**src/hdl/pld_pkg.sv**
```systemverilog
`timescale 1ns / 1ps
// ----------------------------------------------------------------------------
// pld_pkg: shared types and constants of the line follower drive
// Sizes, register codes, state codes and structs used by every file.
// ----------------------------------------------------------------------------
package pld_pkg;

    localparam int SENSOR_COUNT = 5;
    localparam int FRAC_BITS    = 8;

    localparam int SAMPLE_W = 10;
    localparam int DUTY_W   = 8;
    localparam int MODE_W   = 2;
    localparam int GAIN_W   = 16;
    localparam int PDATA_W  = 32;
    localparam int PADDR_W  = 5;
    localparam int REGIDX_W = PADDR_W - 2;

    function automatic int max_wsum();
        int s;
        s = 0;
        for (int i = 0; i < SENSOR_COUNT; i++) begin
            if (2 * i - (SENSOR_COUNT - 1) > 0) begin
                s += 2 * i - (SENSOR_COUNT - 1);
            end
        end
        return s;
    endfunction

    localparam int MAG_W     = $clog2(max_wsum() + 1);
    localparam int WSUM_W    = MAG_W + 1;
    localparam int HIT_W     = $clog2(SENSOR_COUNT + 1);
    localparam int WEIGHT_W  = $clog2(SENSOR_COUNT) + 1;
    localparam int ERR_W     = $clog2(SENSOR_COUNT) + FRAC_BITS + 1;
    localparam int DIV_STEPS = (MAG_W + FRAC_BITS + 1) / 2;
    localparam int DIVD_W    = 2 * DIV_STEPS;
    localparam int REM_W     = HIT_W + 1;
    localparam int DSTEP_W   = $clog2(DIV_STEPS + 1);

    localparam int INTEG_LIMIT = 100 << FRAC_BITS;
    localparam int SUM_W       = $clog2(INTEG_LIMIT) + 2;
    localparam int DIFF_W      = ERR_W + 1;
    localparam int OPND_W      = (SUM_W > DIFF_W) ? SUM_W : DIFF_W;
    localparam int PROD_W      = GAIN_W + 1 + OPND_W;
    localparam int ACC_W       = PROD_W + 2;
    localparam int DRV_W       = ACC_W + 1;
    localparam int CORR_SHIFT  = FRAC_BITS + 8;
    localparam int DUTY_MAX    = (1 << DUTY_W) - 1;

    localparam logic signed [SUM_W-1:0] SUM_LIM_P = SUM_W'(INTEG_LIMIT);
    localparam logic signed [SUM_W-1:0] SUM_LIM_N = -SUM_W'(INTEG_LIMIT);
    localparam logic signed [ACC_W-1:0] ROUND_ADD = ACC_W'((1 << CORR_SHIFT) - 1);

    localparam logic [DUTY_W-1:0] CRUISE_RST = DUTY_W'(170);
    localparam logic [SAMPLE_W-1:0] DARK_RST = SAMPLE_W'(500);
    localparam logic [GAIN_W-1:0] PGAIN_RST  = GAIN_W'(6400);
    localparam logic [GAIN_W-1:0] IGAIN_RST  = GAIN_W'(0);
    localparam logic [GAIN_W-1:0] DGAIN_RST  = GAIN_W'(3840);

    typedef enum logic [REGIDX_W-1:0] {
        REG_CRUISE,
        REG_DARK,
        REG_PGAIN,
        REG_IGAIN,
        REG_DGAIN
    } t_reg_idx;

    typedef enum logic [MODE_W-1:0] {
        MODE_PID,
        MODE_STRAIGHT,
        MODE_SEARCH_L,
        MODE_SEARCH_R
    } t_mode;

    typedef enum logic [2:0] {
        ST_IDLE,
        ST_CLASS,
        ST_DIV,
        ST_INTEG,
        ST_MUL,
        ST_ACC,
        ST_CORR,
        ST_DONE
    } t_state;

    typedef enum logic [1:0] {
        TERM_P,
        TERM_I,
        TERM_D
    } t_term;

    typedef struct packed {
        logic [DUTY_W-1:0]   cruise;
        logic [SAMPLE_W-1:0] dark;
        logic [GAIN_W-1:0]   kp;
        logic [GAIN_W-1:0]   ki;
        logic [GAIN_W-1:0]   kd;
    } t_cfg;

    typedef struct packed {
        logic                       hit;
        logic signed [WEIGHT_W-1:0] weight;
    } t_lane_res;

    typedef struct packed {
        logic signed [WSUM_W-1:0] wsum;
        logic [HIT_W-1:0]         hits;
    } t_merge;

endpackage

```
**src/hdl/pld_intf.sv**
```systemverilog
`timescale 1ns / 1ps
// ----------------------------------------------------------------------------
// pld_intf: item channels of the line follower drive
// Sensor item channel and drive result channel, valid/ready handshake.
// ----------------------------------------------------------------------------
interface pld_in_if import pld_pkg::*; ();
    logic                valid;
    logic                ready;
    logic [SAMPLE_W-1:0] sensor_far_left;
    logic [SAMPLE_W-1:0] sensor_left;
    logic [SAMPLE_W-1:0] sensor_center;
    logic [SAMPLE_W-1:0] sensor_right;
    logic [SAMPLE_W-1:0] sensor_far_right;

    modport source (
        output valid, sensor_far_left, sensor_left, sensor_center, sensor_right,
        output sensor_far_right,
        input  ready
    );
    modport sink (
        input  valid, sensor_far_left, sensor_left, sensor_center, sensor_right,
        input  sensor_far_right,
        output ready
    );
endinterface

interface pld_out_if import pld_pkg::*; ();
    logic                    valid;
    logic                    ready;
    logic [DUTY_W-1:0]       left_drive;
    logic [DUTY_W-1:0]       right_drive;
    logic [MODE_W-1:0]       drive_mode;
    logic signed [ERR_W-1:0] line_offset;

    modport source (
        output valid, left_drive, right_drive, drive_mode, line_offset,
        input  ready
    );
    modport sink (
        input  valid, left_drive, right_drive, drive_mode, line_offset,
        output ready
    );
endinterface

```
**src/hdl/pld_lane.sv**
```systemverilog
`timescale 1ns / 1ps
// ----------------------------------------------------------------------------
// pld_lane: one sensor lane
// Compares a sample with the dark level and yields its weight on a hit.
// ----------------------------------------------------------------------------
module pld_lane import pld_pkg::*; (
    input  logic [SAMPLE_W-1:0]        i_sample,
    input  logic [SAMPLE_W-1:0]        i_dark,
    input  logic signed [WEIGHT_W-1:0] i_weight,
    output t_lane_res                  o_res
);

    logic w_hit;

    assign w_hit        = (i_sample < i_dark);
    assign o_res.hit    = w_hit;
    assign o_res.weight = w_hit ? i_weight : '0;

endmodule

```
**src/hdl/pld_merge.sv**
```systemverilog
`timescale 1ns / 1ps
// ----------------------------------------------------------------------------
// pld_merge: lane merge stage
// Adds the lane weights and counts hits, registered when an item is taken.
// ----------------------------------------------------------------------------
module pld_merge import pld_pkg::*; (
    input  logic      i_clk,
    input  logic      i_load,
    input  t_lane_res i_lanes [SENSOR_COUNT],
    output t_merge    o_merge
);

    logic signed [WSUM_W-1:0] w_wsum;
    logic [HIT_W-1:0]         w_hits;
    t_merge                   r_merge;

    always_comb begin
        w_wsum = '0;
        w_hits = '0;
        for (int i = 0; i < SENSOR_COUNT; i++) begin
            if (i_lanes[i].hit) begin
                w_wsum = w_wsum + WSUM_W'(i_lanes[i].weight);
                w_hits = w_hits + HIT_W'(1);
            end
        end
    end

    always_ff @(posedge i_clk) begin
        if (i_load) begin
            r_merge.wsum <= w_wsum;
            r_merge.hits <= w_hits;
        end
    end

    assign o_merge = r_merge;

endmodule

```
**src/hdl/pld_core.sv**
```systemverilog
`timescale 1ns / 1ps
// ----------------------------------------------------------------------------
// pld_core: control step sequencer
// Mean divider, shared PID multiplier, integral state and result register.
// ----------------------------------------------------------------------------
module pld_core import pld_pkg::*; (
    input  logic                    i_clk,
    input  logic                    i_rst_n,
    input  logic                    i_start,
    input  t_merge                  i_merge,
    input  t_cfg                    i_cfg,
    input  logic                    i_out_ready,
    output logic                    o_ready,
    output logic                    o_out_valid,
    output logic [DUTY_W-1:0]       o_left_drive,
    output logic [DUTY_W-1:0]       o_right_drive,
    output logic [MODE_W-1:0]       o_drive_mode,
    output logic signed [ERR_W-1:0] o_line_offset
);

    t_state r_state, n_state;

    logic [REM_W-1:0]         r_rem, w_rem;
    logic [DIVD_W-1:0]        r_quo, w_quo;
    logic [REM_W-1:0]         w_trial;
    logic                     r_neg;
    logic [DSTEP_W-1:0]       r_step;
    logic [MAG_W-1:0]         w_mag;

    logic signed [ERR_W-1:0]  w_qmag, w_err, r_err, r_last;
    logic signed [SUM_W-1:0]  w_sum_raw, w_sum_clamp, r_sum;
    logic signed [DIFF_W-1:0] r_diff;

    t_term                    r_idx;
    logic signed [OPND_W-1:0] w_opnd;
    logic [GAIN_W-1:0]        w_gain;
    logic signed [PROD_W-1:0] r_prod;
    logic signed [ACC_W-1:0]  r_acc, w_acc_adj, w_corr;
    logic signed [DRV_W-1:0]  w_base, w_lsum, w_rsum;

    logic [DUTY_W-1:0]        r_res_left, r_res_right;
    t_mode                    r_res_mode;
    logic signed [ERR_W-1:0]  r_res_off;

    logic                     r_o_valid;
    logic [DUTY_W-1:0]        r_o_left, r_o_right;
    t_mode                    r_o_mode;
    logic signed [ERR_W-1:0]  r_o_off;

    logic                     w_load;
    logic                     w_special;

    function automatic logic [DUTY_W-1:0] clamp_duty(input logic signed [DRV_W-1:0] v);
        logic [DUTY_W-1:0] d;
        if (v < 0) begin
            d = '0;
        end else if (v > DRV_W'(DUTY_MAX)) begin
            d = DUTY_W'(DUTY_MAX);
        end else begin
            d = v[DUTY_W-1:0];
        end
        return d;
    endfunction

    assign w_special = (i_merge.hits == HIT_W'(SENSOR_COUNT)) || (i_merge.hits == '0);
    assign w_mag     = i_merge.wsum[WSUM_W-1] ? MAG_W'(-i_merge.wsum) : MAG_W'(i_merge.wsum);

    // two restoring steps per cycle
    always_comb begin
        w_rem   = r_rem;
        w_quo   = r_quo;
        w_trial = '0;
        for (int k = 0; k < 2; k++) begin
            w_trial = {w_rem[REM_W-2:0], w_quo[DIVD_W-1]};
            if (w_trial >= REM_W'(i_merge.hits)) begin
                w_rem = w_trial - REM_W'(i_merge.hits);
                w_quo = {w_quo[DIVD_W-2:0], 1'b1};
            end else begin
                w_rem = w_trial;
                w_quo = {w_quo[DIVD_W-2:0], 1'b0};
            end
        end
    end

    always_comb begin
        w_qmag    = ERR_W'(r_quo);
        w_err     = r_neg ? -w_qmag : w_qmag;
        w_sum_raw = r_sum + SUM_W'(w_err);
        if (w_sum_raw > SUM_LIM_P) begin
            w_sum_clamp = SUM_LIM_P;
        end else if (w_sum_raw < SUM_LIM_N) begin
            w_sum_clamp = SUM_LIM_N;
        end else begin
            w_sum_clamp = w_sum_raw;
        end
    end

    always_comb begin
        case (r_idx)
            TERM_P: begin
                w_opnd = OPND_W'(r_err);
                w_gain = i_cfg.kp;
            end
            TERM_I: begin
                w_opnd = OPND_W'(r_sum);
                w_gain = i_cfg.ki;
            end
            TERM_D: begin
                w_opnd = OPND_W'(r_diff);
                w_gain = i_cfg.kd;
            end
            default: begin
                w_opnd = '0;
                w_gain = '0;
            end
        endcase
    end

    always_comb begin
        w_acc_adj = r_acc + (r_acc[ACC_W-1] ? ROUND_ADD : ACC_W'(0));
        w_corr    = w_acc_adj >>> CORR_SHIFT;
        w_base    = DRV_W'({1'b0, i_cfg.cruise});
        w_lsum    = w_base + DRV_W'(w_corr);
        w_rsum    = w_base - DRV_W'(w_corr);
    end

    always_comb begin
        n_state = r_state;
        case (r_state)
            ST_IDLE:  if (i_start) n_state = ST_CLASS;
            ST_CLASS: n_state = w_special ? ST_DONE : ST_DIV;
            ST_DIV:   if (r_step == DSTEP_W'(DIV_STEPS - 1)) n_state = ST_INTEG;
            ST_INTEG: n_state = ST_MUL;
            ST_MUL:   if (r_idx == TERM_D) n_state = ST_ACC;
            ST_ACC:   n_state = ST_CORR;
            ST_CORR:  n_state = ST_DONE;
            ST_DONE:  if (w_load) n_state = ST_IDLE;
            default:  n_state = ST_IDLE;
        endcase
    end

    always_comb begin
        o_ready = (r_state == ST_IDLE);
        w_load  = (r_state == ST_DONE) && (!r_o_valid || i_out_ready);
    end

    always_ff @(posedge i_clk) begin
        if (!i_rst_n) begin
            r_state   <= ST_IDLE;
            r_o_valid <= 1'b0;
            r_sum     <= '0;
            r_last    <= '0;
        end else begin
            r_state <= n_state;
            if (w_load) begin
                r_o_valid <= 1'b1;
            end else if (i_out_ready) begin
                r_o_valid <= 1'b0;
            end
            if (r_state == ST_INTEG) begin
                r_sum <= w_sum_clamp;
            end
            if (r_state == ST_CORR) begin
                r_last <= r_err;
            end
        end
    end

    always_ff @(posedge i_clk) begin
        case (r_state)
            ST_CLASS: begin
                r_rem  <= '0;
                r_quo  <= DIVD_W'(w_mag) << FRAC_BITS;
                r_neg  <= i_merge.wsum[WSUM_W-1];
                r_step <= '0;
                r_res_off <= '0;
                if (i_merge.hits == HIT_W'(SENSOR_COUNT)) begin
                    r_res_left  <= i_cfg.cruise;
                    r_res_right <= i_cfg.cruise;
                    r_res_mode  <= MODE_STRAIGHT;
                end else if (r_last < 0) begin
                    r_res_left  <= '0;
                    r_res_right <= i_cfg.cruise;
                    r_res_mode  <= MODE_SEARCH_L;
                end else begin
                    r_res_left  <= i_cfg.cruise;
                    r_res_right <= '0;
                    r_res_mode  <= MODE_SEARCH_R;
                end
            end
            ST_DIV: begin
                r_rem  <= w_rem;
                r_quo  <= w_quo;
                r_step <= r_step + DSTEP_W'(1);
            end
            ST_INTEG: begin
                r_err  <= w_err;
                r_diff <= DIFF_W'(w_err) - DIFF_W'(r_last);
                r_idx  <= TERM_P;
            end
            ST_MUL: begin
                r_prod <= $signed({1'b0, w_gain}) * w_opnd;
                r_idx  <= t_term'(r_idx + 2'd1);
                if (r_idx == TERM_P) begin
                    r_acc <= '0;
                end else begin
                    r_acc <= r_acc + ACC_W'(r_prod);
                end
            end
            ST_ACC: begin
                r_acc <= r_acc + ACC_W'(r_prod);
            end
            ST_CORR: begin
                r_res_left  <= clamp_duty(w_lsum);
                r_res_right <= clamp_duty(w_rsum);
                r_res_mode  <= MODE_PID;
                r_res_off   <= r_err;
            end
            default: begin
            end
        endcase
        if (w_load) begin
            r_o_left  <= r_res_left;
            r_o_right <= r_res_right;
            r_o_mode  <= r_res_mode;
            r_o_off   <= r_res_off;
        end
    end

    assign o_out_valid   = r_o_valid;
    assign o_left_drive  = r_o_left;
    assign o_right_drive = r_o_right;
    assign o_drive_mode  = r_o_mode;
    assign o_line_offset = r_o_off;

endmodule

```
**src/hdl/pid_line_follower_drive.sv**
```systemverilog
`timescale 1ns / 1ps
// ----------------------------------------------------------------------------
// pid_line_follower_drive: PID wheel drive from a reflectance sensor array
// Sensor lanes, merge stage, control step sequencer and APB registers.
// ----------------------------------------------------------------------------
// One sensor item is taken at a time. An item in which all or none of the
// sensors see the line goes from the classify state straight to the done
// state; an item that runs the PID step passes the mean divider, which
// resolves two quotient bits a cycle, and the single multiplier that forms
// the three gain products in turn. A finished result waits in the output
// register while the next item is taken. The user must write the registers
// through the APB port only while idle; the block does not enforce it.
module pid_line_follower_drive import pld_pkg::*; (
    input  logic               i_clk,
    input  logic               i_rst_n,
    pld_in_if.sink             i_in,
    pld_out_if.source          o_out,
    input  logic               psel,
    input  logic               penable,
    input  logic               pwrite,
    input  logic [PADDR_W-1:0] paddr,
    input  logic [PDATA_W-1:0] pwdata,
    output logic [PDATA_W-1:0] prdata,
    output logic               pready
);

    t_cfg                r_cfg;
    t_reg_idx            w_idx;
    logic                w_wr;
    logic                w_start;
    logic                w_ready;
    logic [SAMPLE_W-1:0] w_samples [SENSOR_COUNT];
    t_lane_res           w_lanes [SENSOR_COUNT];
    t_merge              w_merge;

    assign pready = 1'b1;
    assign w_idx  = t_reg_idx'(paddr[PADDR_W-1:2]);
    assign w_wr   = psel && penable && pwrite;

    always_ff @(posedge i_clk) begin
        if (!i_rst_n) begin
            r_cfg.cruise <= CRUISE_RST;
            r_cfg.dark   <= DARK_RST;
            r_cfg.kp     <= PGAIN_RST;
            r_cfg.ki     <= IGAIN_RST;
            r_cfg.kd     <= DGAIN_RST;
        end else if (w_wr) begin
            case (w_idx)
                REG_CRUISE: r_cfg.cruise <= pwdata[DUTY_W-1:0];
                REG_DARK:   r_cfg.dark   <= pwdata[SAMPLE_W-1:0];
                REG_PGAIN:  r_cfg.kp     <= pwdata[GAIN_W-1:0];
                REG_IGAIN:  r_cfg.ki     <= pwdata[GAIN_W-1:0];
                REG_DGAIN:  r_cfg.kd     <= pwdata[GAIN_W-1:0];
                default: begin
                end
            endcase
        end
    end

    always_comb begin
        case (w_idx)
            REG_CRUISE: prdata = PDATA_W'(r_cfg.cruise);
            REG_DARK:   prdata = PDATA_W'(r_cfg.dark);
            REG_PGAIN:  prdata = PDATA_W'(r_cfg.kp);
            REG_IGAIN:  prdata = PDATA_W'(r_cfg.ki);
            REG_DGAIN:  prdata = PDATA_W'(r_cfg.kd);
            default:    prdata = '0;
        endcase
    end

    assign w_samples[0] = i_in.sensor_far_left;
    assign w_samples[1] = i_in.sensor_left;
    assign w_samples[2] = i_in.sensor_center;
    assign w_samples[3] = i_in.sensor_right;
    assign w_samples[4] = i_in.sensor_far_right;

    assign i_in.ready = w_ready;
    assign w_start    = i_in.valid && w_ready;

    for (genvar g = 0; g < SENSOR_COUNT; g++) begin : g_lane
        localparam logic signed [WEIGHT_W-1:0] LANE_WEIGHT =
            WEIGHT_W'(2 * g - (SENSOR_COUNT - 1));
        pld_lane u_lane (
            .i_sample (w_samples[g]),
            .i_dark   (r_cfg.dark),
            .i_weight (LANE_WEIGHT),
            .o_res    (w_lanes[g])
        );
    end

    pld_merge u_merge (
        .i_clk   (i_clk),
        .i_load  (w_start),
        .i_lanes (w_lanes),
        .o_merge (w_merge)
    );

    pld_core u_core (
        .i_clk         (i_clk),
        .i_rst_n       (i_rst_n),
        .i_start       (w_start),
        .i_merge       (w_merge),
        .i_cfg         (r_cfg),
        .i_out_ready   (o_out.ready),
        .o_ready       (w_ready),
        .o_out_valid   (o_out.valid),
        .o_left_drive  (o_out.left_drive),
        .o_right_drive (o_out.right_drive),
        .o_drive_mode  (o_out.drive_mode),
        .o_line_offset (o_out.line_offset)
    );

endmodule

```
**src/flat_wrapper.sv**
```systemverilog
// flat-port wrapper written by rule: the top's interface ports become plain ports
module pid_line_follower_drive_flat import pld_pkg::*;
  (i_clk, i_rst_n, psel, penable, pwrite, paddr, pwdata, prdata, pready, i_in_valid, i_in_sensor_far_left, i_in_sensor_left, i_in_sensor_center, i_in_sensor_right, i_in_sensor_far_right, i_in_ready, o_out_valid, o_out_left_drive, o_out_right_drive, o_out_drive_mode, o_out_line_offset, o_out_ready);
  pld_in_if i_in_i ();
  pld_out_if o_out_i ();
  input  logic i_clk;
  input  logic i_rst_n;
  input  logic psel;
  input  logic penable;
  input  logic pwrite;
  input  logic [PADDR_W-1:0] paddr;
  input  logic [PDATA_W-1:0] pwdata;
  output logic [PDATA_W-1:0] prdata;
  output logic pready;
  input wire logic [$bits(i_in_i.valid)-1:0] i_in_valid;
  input wire logic [$bits(i_in_i.sensor_far_left)-1:0] i_in_sensor_far_left;
  input wire logic [$bits(i_in_i.sensor_left)-1:0] i_in_sensor_left;
  input wire logic [$bits(i_in_i.sensor_center)-1:0] i_in_sensor_center;
  input wire logic [$bits(i_in_i.sensor_right)-1:0] i_in_sensor_right;
  input wire logic [$bits(i_in_i.sensor_far_right)-1:0] i_in_sensor_far_right;
  output wire logic [$bits(i_in_i.ready)-1:0] i_in_ready;
  output wire logic [$bits(o_out_i.valid)-1:0] o_out_valid;
  output wire logic [$bits(o_out_i.left_drive)-1:0] o_out_left_drive;
  output wire logic [$bits(o_out_i.right_drive)-1:0] o_out_right_drive;
  output wire logic [$bits(o_out_i.drive_mode)-1:0] o_out_drive_mode;
  output wire logic [$bits(o_out_i.line_offset)-1:0] o_out_line_offset;
  input wire logic [$bits(o_out_i.ready)-1:0] o_out_ready;
  assign i_in_i.valid = i_in_valid;
  assign i_in_i.sensor_far_left = i_in_sensor_far_left;
  assign i_in_i.sensor_left = i_in_sensor_left;
  assign i_in_i.sensor_center = i_in_sensor_center;
  assign i_in_i.sensor_right = i_in_sensor_right;
  assign i_in_i.sensor_far_right = i_in_sensor_far_right;
  assign i_in_ready = i_in_i.ready;
  assign o_out_valid = o_out_i.valid;
  assign o_out_left_drive = o_out_i.left_drive;
  assign o_out_right_drive = o_out_i.right_drive;
  assign o_out_drive_mode = o_out_i.drive_mode;
  assign o_out_line_offset = o_out_i.line_offset;
  assign o_out_i.ready = o_out_ready;
  pid_line_follower_drive u_core (.i_clk(i_clk), .i_rst_n(i_rst_n), .i_in(i_in_i), .o_out(o_out_i), .psel(psel), .penable(penable), .pwrite(pwrite), .paddr(paddr), .pwdata(pwdata), .prdata(prdata), .pready(pready));
endmodule
```
**config.mk**
```make
export PLATFORM = sky130hd
export DESIGN_NAME = pid_line_follower_drive_flat
export DESIGN_NICKNAME = d
export VERILOG_FILES = /design/src/hdl/pld_pkg.sv /design/src/hdl/pld_intf.sv /design/src/hdl/pld_lane.sv /design/src/hdl/pld_merge.sv /design/src/hdl/pld_core.sv /design/src/hdl/pid_line_follower_drive.sv /design/src/flat_wrapper.sv
export SDC_FILE = /design/constraint.sdc
export NUM_CORES = 1
export LEC_CHECK = 0
export ABC_AREA = 1
export BUFFER_PORTS_ARGS = -buffer_cell sky130_fd_sc_hd__buf_4
export CAP_MARGIN = 10
export CELL_PAD_IN_SITES_DETAIL_PLACEMENT = 1
export CELL_PAD_IN_SITES_GLOBAL_PLACEMENT = 1
export CORE_ASPECT_RATIO = 0.8
export CORE_MARGIN = 2
export CORE_UTILIZATION = 30
export DETAILED_ROUTE_END_ITERATION = 8
export GPL_TIMING_DRIVEN = 0
export PLACE_DENSITY_LB_ADDON = 0.1
export SLEW_MARGIN = 20
export SYNTH_ARGS = -nofsm -noshare
export SYNTH_HDL_FRONTEND = slang
export SYNTH_HIERARCHICAL = 1
export SYNTH_SLANG_ARGS = --single-unit
```
**constraint.sdc**
```tcl
create_clock -name i_clk -period 7.8 [get_ports i_clk]
set_input_delay 0.39 -clock i_clk [delete_from_list [all_inputs] [get_ports i_clk]]
set_output_delay 0.39 -clock i_clk [all_outputs]
set_load 0.02 [all_outputs]
```
Word-level counts from Yosys, hierarchy flattened:

Cells that the tools add are included.

* register bits: 282
* input port bits: 94
* word-level logic and storage cells: 155

* add/sub/neg operators: 19
* multiply operators: 1
* $lt $le $gt $ge: 14
* eq/ne operators: 19
* muxes and demuxes: 52
* reductions and logical operators: 22

Operator list (count)
* one-hot mux 16 bit (5 select lines): 1
* one-hot mux 36 bit (2 select lines): 1
* 2-to-1 mux 8 bit: 8
* one-hot mux 17 bit (3 select lines): 1
* < comparator 10 bit: 5
* one-hot mux 12 bit (2 select lines): 2
* one-hot mux 16 bit (3 select lines): 1
* greater-than comparator 21 x 9 -> 1 bit, second input constant: 2
* < comparator 21 x 1 -> 1 bit, second input constant: 2
* 2-to-1 mux 3 bit: 13
* adder 36 x 17 -> 36 bit: 1
* adder 36 x 34 -> 36 bit: 1
* 2-to-1 mux 36 bit: 1
* multiplier 17 x 17 -> 34 bit: 1
* 2-to-1 mux 17 bit: 2
* one-hot mux 8 bit (2 select lines): 2
* one-hot mux 3 bit (8 select lines): 1
* adder 9 x 20 -> 21 bit: 1
* == test 3 bit, second input constant: 7
* subtractor 9 x 20 -> 21 bit: 1
* 2-to-1 mux 4 bit: 5
* adder 17 x 12 -> 17 bit: 1
* greater-than comparator 17 x 16 -> 1 bit, second input constant: 1
* < comparator 17 x 16 -> 1 bit, second input constant: 1
* other kinds (28): 65

Depth between registers and ports, before layout:

Gate-level depths: netlist (run 1).

* depth after elaboration: 10
* gate-level depth with buffers: 36
* mapped depth without buffers: 35

Cells and area by module:

The synthesis (run 1) kept the hierarchy.

Modules (own cells, without submodules)
* pld_core: times used 1, cells each 3065, area each 23876.6 µm², sequential area each 5945.7 µm²
* pid_line_follower_drive: times used 1, cells each 522, area each 3374.5 µm², sequential area each 1321.3 µm²
* pld_lane: times used 5, cells each 54, area each 301.5 µm², sequential area each 0.0 µm²
* pld_merge: times used 1, cells each 169, area each 1168.6 µm², sequential area each 210.2 µm²

Worst setup path before layout (run 1):

Ideal clock, no wire load.

* path type: flip-flop to flip-flop
* from: register u_core.u_core.r_idx[0]
* to: register u_core.u_core.r_prod[31] (data pin)
* library setup time: 262 ps
* data arrival time: 6532 ps
* path slack: 1006 ps
* stages on the path, launching flop included: 32
* path buffers: 2
* path through: edfxtp_1 inv_1 ha_1 clkbuf_1 buf_1 nand2_1 nand3_1 nand2_1 inv_1 nand2_1 fa_1 fa_1 fa_1 inv_1 fa_1 fa_1 inv_1 fa_1 inv_1 ha_1 a21oi_1 inv_1 a31oi_1 a21boi_0 o21ai_1 nand2_1 o21ai_1 nand2_1 nand2_1 inv_1 o21bai_1 xor2_1

* longest elaborated chain between the ends: 3

RTL lines
* from (decl): RTL line pld_core.sv:34 `t_term r_idx;`
* from (signal assigned): RTL line pld_core.sv:203 `r_idx <= t_term'(r_idx + 2'd1);`
* == test 2 bit (tied with other cells): RTL line pld_core.sv:99 `case (r_idx)`
* one-hot mux 16 bit (3 select lines) or one-hot mux 17 bit (3 select lines) (tied branches): RTL line pld_core.sv:99
* multiplier 17 x 17 -> 34 bit (*): RTL line pld_core.sv:202 `r_prod <= $signed({1'b0, w_gain}) * w_opnd;`
* to (signal assigned): RTL line pld_core.sv:202
* to (decl): RTL line pld_core.sv:37 `logic signed [PROD_W-1:0] r_prod;`

Every way passes the cells marked *; elsewhere a longest branch is shown, timed or not.
A chain may end at the register's enable or synchronous reset.

Worst setup path after layout (run 1):

Ends and elaborated chain as after synthesis.

==> flow_metrics.env, run 1 <==
export IMPL_final_cells=5569
export IMPL_drive_gt1_share_pct=10.34
export IMPL_drt_iter0_drc=1281
export IMPL_clk_latency_ns=0.57
export IMPL_synth_area_top_cells="edfxtp_1 18%, fa_1 15%, nand2_1 13%"
export IMPL_avgSynthCellArea_um2=7.434
export IMPL_worst_pin_slew_ns=0.9568
export IMPL_async_flop_share_pct=0
export IMPL_cap_violations=0
export IMPL_rsz0062_at_grt="no"
export IMPL_hp_class="in -> reg"
export IMPL_nets=4844
export IMPL_cp_start_kind="register"
export IMPL_synth_edf_count=183
export IMPL_dpl_cell_area_um2=32760
export IMPL_layout_commonest_cell="nand2_1"
export IMPL_critPathLaunch="u_core/u_core/r_idx[0]$_SDFFCE_PN0P_"
export IMPL_grt_pass1_wl_um=160100
export IMPL_dr_total_vias=26070
export IMPL_io_pins=159
export IMPL_crit_end="u_core/u_core/r_prod[31]$_DFFE_PP_"
export IMPL_antenna_found_initial=2
export IMPL_overflow=0
export IMPL_powerDensity_nw_per_um2=282.3
export IMPL_setup_viol=0
export IMPL_synthCells=4026
export IMPL_cp_slowest_cell="fa_1"
export IMPL_finalPower_mw=9.719
export IMPL_io_buffers=121
export IMPL_slew_violations=0
export IMPL_finalWirelength_um=104200
export IMPL_cts_max_level=2
export IMPL_drc_errors=0
export IMPL_reg2regPathDepth=31
export IMPL_ys_flop_type="edfxtp_1"
export IMPL_synth_top_area_share_pct=18.36
export IMPL_cts_sinks=282
export IMPL_max_freq_ghz=0.1353
export IMPL_worst_ep_arrival_time_ns=7.76
export IMPL_crit_type="reg -> reg"
export IMPL_cp_slowest_stage_delay_ns=0.60
export IMPL_num_antenna_cells=0
export IMPL_fillCellCount=12150
export IMPL_min_period_ns=7.390
export IMPL_rr_startpoint="u_core/u_core/r_idx[0]$_SDFFCE_PN0P_"
export IMPL_synth_seq_cells=282
export IMPL_area_growth_pct=15.03
export IMPL_die_area_um2=102300
export IMPL_numCtsBuffers=35
export IMPL_vias_per_cell=4.681
export IMPL_skew_ns=0.03661
export IMPL_place_hpwl_um=87390
export IMPL_syn_area_um2=29930
export IMPL_antenna_left=0
export IMPL_path_max_fanout=10
export IMPL_final_cell_mix="1,036 x nand2_1, 709 x inv_1, 454 x nor2_1"
export IMPL_finalHoldViolations=0
export IMPL_setup_slack_ns=0.4097
export IMPL_endpoint_kind="register"
export IMPL_cp_required_ns=8.17
export IMPL_die_w_um=357.1
export IMPL_ys_types=64
export IMPL_die_y_um=286.5
export IMPL_hold_depth=3
export IMPL_slew_limit_headroom_pct=35.54
export IMPL_fp_row_count=103
export IMPL_r2r_setup_slack_ns=0.41
export IMPL_p_leak_nw=17.23
export IMPL_r2r_end="u_core/u_core/r_prod[31]$_DFFE_PP_"
export IMPL_gp_congestion=0.8507
export IMPL_track_usage_pct=20.35
export IMPL_start_util_pct=30.28
export IMPL_ys_seq_area_share_pct=24.98
export IMPL_first_pass_iters=7
export IMPL_clkSlewWorstSetupHoldPaths_ns=0.06
export IMPL_yosys_area_top_type="edfxtp_1"
export IMPL_yosysWarnings=6
export IMPL_dp_cells=5503
export IMPL_wl_per_cell_um=18.72
export IMPL_pre_cts_ws_ns=-1.533
export IMPL_cts_hold_buf=0
export IMPL_cts_tree="yes"
export IMPL_grt_pass1_vias=26650
export IMPL_timing_final_crit_share_pct=94.75
export IMPL_core_area_um2=98850
export IMPL_grt_max_degree=28
export IMPL_fin_area_um2=34430
export IMPL_status="completed"
export IMPL_clk_path_buf_depth=3
export IMPL_vdd_drop_max_mv=0.2302
export IMPL_cts_root_buf="clkbuf_16"
## worst min path at each step
stage / from / endpoint
finish: pwdata[12] / u_core/r_cfg[44]$_SDFFE_PN1P_
global route: pwdata[9] / u_core/r_cfg[9]$_SDFFE_PN1P_
CTS: pwdata[2] / u_core/r_cfg[50]$_SDFFE_PN1P_
detailed placement: u_core/u_core/r_res_left[0]$_DFFE_PP_ / u_core/u_core/o_left_drive[0]$_DFFE_PP_
global placement: u_core/u_core/r_res_off[4]$_SDFFCE_PN0P_ / u_core/u_core/o_line_offset[4]$_DFFE_PP_
floorplan: u_core/u_core/r_res_mode[0]$_SDFFCE_PP0P_ / u_core/u_core/o_drive_mode[0]$_DFFE_PP_
## final cells by class
class / count / area [µm²] / area share (%)
well taps: 1312 / 1642 / 4.768
repair buffers: 135 / 1079 / 3.133
clock buffers: 40 / 945.9 / 2.748
clock inverters: 23 / 209.0 / 0.6070
multi-input cells: 2946 / 19670 / 57.15
flip-flops and latches: 282 / 7477 / 21.72
inverters: 738 / 2804 / 8.145
plain buffers: 93 / 595.6 / 1.730
## critical path: cells and delay by family (launching register included)
family	cells	cell delay, ns
AOI/OAI and AO/OA	6	0.84
adders and majority gates	8	3.82
DFF	1	0.45
xor gates and xnor gates	1	0.25
and+or+nand+nor	7	0.83
buffers and inverters	9	1.00
## power breakdown
part	internal [mW]	total (mW)	switching (mW)
Clock	0.949	1.66	0.713
Combinational	1.90	5.72	3.81
Sequential	2.10	2.34	0.239
## synthesized netlist by cell type (12+ instances only)
cell and instances:
nand4_1 38, inv_2 14, dfxtp_1 99, edfxtp_1 183, nand3_2 12, o21ai_0 96
clkbuf_1 40, nand3_1 239, nor2_1 456, ha_1 299, buf_2 13, a21oi_1 196
nand2_1 1066, xor2_1 64, buf_4 29, nor2_2 18, xnor2_1 29, a31oi_1 15
nor3_1 21, fa_1 220, nand2_2 16, inv_1 715, o21ai_1 14
## stage by stage
step                utilization [%]  hold slack, ns  TNS, ns
floorplan                         -          0.4003        0
detailed placement            33.15          0.4057   -18.61
CTS                           34.51         0.01269        0
global placement              32.99          0.4032   -17.53
finish                        34.83         0.04398        0
global route                  34.83         0.02753        0
## routing by layer
metal,wire (µm),GRT usage [%],vias to the layer above,part of all wire [%]
li1,-,-,13020,-
met1,53440,30.51,12630,51
met2,45800,31.70,345,44
met3,3827,2.658,71,3.7
met4,1144,2.857,4,1.1
met5,23,0,-,0.022
## logic make-up after synthesis
family,share of synthesized area [%]
and+or+nand+nor,26.88
adders and majority gates,27.22
buffers and inverters,11.07
DFF,24.98
AOI/OAI and AO/OA,7.045
xor gates and xnor gates,2.776
other,0.02509
## registers in the layout, indices dropped and copies added (netlist names), 13 cells and up
signal,flops
u_core/r_cfg,66
u_core/u_core/r_acc,36
u_core/u_core/r_prod,34
u_core/u_core/r_sum,17
u_core/u_core/r_diff,13
## repair_timing
item,4_1_cts,5_1_grt
hold endpoints to repair,0,0
resized for setup,73,83
buffers inserted,0,5
pin swaps,0,6
setup endpoints to repair,20,8
No activity file was read; power rests on OpenSTA's default activity.
==> inputs of run 2 (changes only) <==
--- a/config.mk
+++ b/config.mk
@@ -5,13 +5,11 @@
 export SDC_FILE = /design/constraint.sdc
 export NUM_CORES = 1
 export LEC_CHECK = 0
-export ABC_AREA = 1
 export BUFFER_PORTS_ARGS = -buffer_cell sky130_fd_sc_hd__buf_4
 export CAP_MARGIN = 10
 export CELL_PAD_IN_SITES_DETAIL_PLACEMENT = 1
 export CELL_PAD_IN_SITES_GLOBAL_PLACEMENT = 1
 export CORE_ASPECT_RATIO = 0.8
-export CORE_MARGIN = 2
 export CORE_UTILIZATION = 30
 export DETAILED_ROUTE_END_ITERATION = 8
 export GPL_TIMING_DRIVEN = 0
==> run 2 against run 1 <==
Against the previous run:
- the run now ends with DRC left
- first-iteration DRC count increased by 1.8%
- fmax decreased by 2.4%
- total power decreased by 25%
- clock power about the same
- sequential cell count unchanged
- final cell count decreased by 19%
==> flow_metrics.env, run 2 <==
export IMPL_status="finished, violations left"
export IMPL_violations="DRC"
export IMPL_setup_viol=0
export IMPL_slew_limit_headroom_pct=38.07
export IMPL_vias_per_cell=4.991
export IMPL_cts_max_level=2
export IMPL_clk_latency_ns=0.56
export IMPL_syn_area_um2=27810
export IMPL_synth_area_top_cells="edfxtp_1 20%, fa_1 16%, ha_1 13%"
export IMPL_antenna_left=0
export IMPL_core_area_um2=91540
export IMPL_slew_violations=0
export IMPL_layout_commonest_cell="inv_1"
export IMPL_worst_pin_slew_ns=0.9289
export IMPL_cts_tree="yes"
export IMPL_cp_start_kind="register"
export IMPL_wl_per_cell_um=21.95
export IMPL_io_buffers=122
export IMPL_yosys_area_top_type="edfxtp_1"
export IMPL_synth_top_area_share_pct=19.76
export IMPL_antenna_found_initial=3
export IMPL_cts_root_buf="clkbuf_16"
export IMPL_rsz0062_at_grt="yes"
export IMPL_die_area_um2=93930
export IMPL_finalHoldViolations=0
export IMPL_finalWirelength_um=98470
export IMPL_fp_row_count=99
export IMPL_path_max_fanout=8
export IMPL_vdd_drop_max_mv=0.1255
export IMPL_synthCells=3013
export IMPL_numCtsBuffers=36
export IMPL_cts_hold_buf=0
export IMPL_min_period_ns=7.570
export IMPL_reg2regPathDepth=25
export IMPL_clk_path_buf_depth=3
export IMPL_largest_reg_flops=66
export IMPL_track_usage_pct=21.12
export IMPL_io_pins=159
export IMPL_hp_class="in -> reg"
export IMPL_crit_type="reg -> reg"
export IMPL_worst_ep_arrival_time_ns=7.87
export IMPL_hold_depth=3
export IMPL_cp_required_ns=8.10
export IMPL_grt_pass1_vias=24560
export IMPL_hp_start="pwdata[9]"
export IMPL_final_cell_mix="401 x inv_1, 316 x nand2_1, 293 x ha_1"
export IMPL_cap_violations=0
export IMPL_finalPower_mw=7.336
export IMPL_async_flop_share_pct=0
export IMPL_rr_startpoint="u_core/u_core/r_idx[0]$_SDFFCE_PN0P_"
export IMPL_num_antenna_cells=0
export IMPL_grt_max_degree=37
export IMPL_ys_types=94
export IMPL_dr_total_vias=22390
export IMPL_r2r_end="u_core/u_core/r_prod[30]$_DFFE_PP_"
export IMPL_place_hpwl_um=81470
export IMPL_avgSynthCellArea_um2=9.230
export IMPL_max_freq_ghz=0.1321
export IMPL_ys_seq_area_share_pct=26.89
export IMPL_gp_congestion=0.9323
export IMPL_ys_flop_type="edfxtp_1"
export IMPL_skew_ns=0.02575
export IMPL_top_regs="u_core/r_cfg: 66 flops, u_core/u_core/r_acc: 36 flops, u_core/u_core/r_prod: 34 flops"
export IMPL_start_util_pct=30.38
export IMPL_r2r_setup_slack_ns=0.23
export IMPL_powerDensity_nw_per_um2=225.2
export IMPL_drive_gt1_share_pct=13.99
export IMPL_area_growth_pct=17.12
export IMPL_holdPathEnd="u_core/r_cfg[9]$_SDFFE_PN1P_"
export IMPL_first_pass_iters=7
export IMPL_cts_sinks=282
export IMPL_synth_seq_cells=282
export IMPL_yosysWarnings=6
export IMPL_drt_iter0_drc=1304
export IMPL_overflow=0
export IMPL_die_w_um=342.4
export IMPL_nets=3859
export IMPL_endpoint_kind="register"
export IMPL_fin_tns_setup_ns=0
export IMPL_grt_pass1_wl_um=150700
export IMPL_synth_commonest_cells="405 x inv_1, 325 x nand2_1, 299 x ha_1, 282 x nor2_1, 220 x fa_1"
export IMPL_largest_register="u_core/r_cfg"
export IMPL_timing_final_crit_share_pct=97.06
export IMPL_yosysMostFrequentCell="inv_1"
export IMPL_clkSlewWorstSetupHoldPaths_ns=0.06
export IMPL_p_leak_nw=14.67
export IMPL_drc_errors=4
export IMPL_die_y_um=274.3
export IMPL_synth_edf_count=183
==> run 2: cell types whose count changed in the layout (fill, tap and decap cells not counted), sizes merged, moves of 33 or more <==
cell | before | now
a21o | 8 | 53
a21oi | 197 | 117
a22oi | 0 | 37
and2 | 4 | 46
buf | 194 | 232
inv | 731 | 410
mux2i | 0 | 68
nand2 | 1090 | 325
nand2b | 0 | 42
nand3 | 253 | 35
nor2 | 483 | 286
nor2b | 0 | 33
xnor2 | 30 | 86
==> run 2: critical path, cell delays in order, from the launching register on <==
cell	delay [ns]
edfxtp_1	0.43
buf_4	0.17
ha_4	0.18
buf_12	0.15
a22oi_1	0.27
and2_1	0.54
nor2_1	0.14
fa_1	0.55
inv_1	0.08
fa_1	0.50
fa_1	0.54
inv_1	0.06
fa_1	0.47
fa_1	0.55
inv_1	0.06
fa_2	0.64
inv_1	0.06
ha_1	0.36
and3_1	0.22
a211oi_2	0.32
nor2_2	0.10
a211oi_2	0.29
o21ai_2	0.14
a21o_1	0.20
a21oi_1	0.19
xnor2_1	0.09
==> run 2: how the worst max path moves through the flow <==
stage / slack [ns] / endpoint / start / cells after the start
after floorplan: 0.40 / u_core/u_core/r_prod[30]$_DFFE_PP_ / u_core/u_core/r_idx[1]$_SDFFCE_PN0P_ / 29
after global placement: -2.27 / u_core/u_core/r_prod[30]$_DFFE_PP_ / u_core/u_core/r_idx[0]$_SDFFCE_PN0P_ / 26
after detailed placement: -2.22 / u_core/u_core/r_prod[30]$_DFFE_PP_ / u_core/u_core/r_idx[1]$_SDFFCE_PN0P_ / 29
after CTS: 0.00002 / u_core/u_core/r_prod[26]$_DFFE_PP_ / u_core/u_core/r_idx[1]$_SDFFCE_PN0P_ / 30
after global routing: -0.03 / u_core/u_core/r_prod[26]$_DFFE_PP_ / u_core/u_core/r_idx[1]$_SDFFCE_PN0P_ / 30
final: 0.23 / u_core/u_core/r_prod[30]$_DFFE_PP_ / u_core/u_core/r_idx[0]$_SDFFCE_PN0P_ / 25
==> run 2: cell families after synthesis <==
kind of cell	count (synthesis)	synth area share, %
XOR/XNOR	133	4.238
buffers and inverters	530	7.590
flip-flops	282	26.89
AO/OA/AOI/OAI	514	12.70
AND/OR/NAND/NOR	942	15.86
adder cells (fa/ha/maj)	520	29.32
other	2	0.02700
multiplexers	90	3.379
==> run 2: routing by layer <==
layer	routed length, µm	up-vias	track usage, %
li1	-	10630	-
met1	49150	11300	30.15
met2	43630	375	33.65
met3	3933	89	2.981
met4	1756	0	4.547
met5	0	-	0
==> run 2: area by class of cell <==
class,count,area (µm²)
Buffer,107,705.7
Clock buffer,47,983.4
Clock inverter,19,186.4
Fill cell,10450,58970
Inverter,407,1530
Multi-Input combinational cell,2236,18770
Sequential cell,282,7477
Tap cell,1212,1516
Timing Repair Buffer,176,1400
==> run 2: timing repair <==
| action | CTS | global route |
|---|---|---|
| pin swaps | 11 | 26 |
| resized for setup | 105 | 93 |
| setup buffers | 10 | 20 |
| setup endpoints to repair | 22 | 9 |
==> run 2: report_power, final <==
group          leakage (nW)  total [mW]  internal (mW)  switching (mW)
combinational          11.6        3.58           1.38            2.20
clock                 0.569        1.68          0.995           0.683
sequential             2.48        2.08           1.94           0.143
==> run 2: per-stage QoR <==
step,worst slack [ns],instance area [µm²],cells,hold WS [ns],util (%)
2_1_floorplan,0.4001,27940,3048,0.4003,-
3_3_place_gp,-2.274,30370,4382,0.4020,33.18
3_5_place_dp,-2.216,30650,4408,0.4052,33.49
4_1_cts,0.00001954,32160,4471,0.06723,35.13
5_1_grt,-0.03193,32570,4486,0.09453,35.58
6_report,0.2296,32570,4486,0.09233,35.58
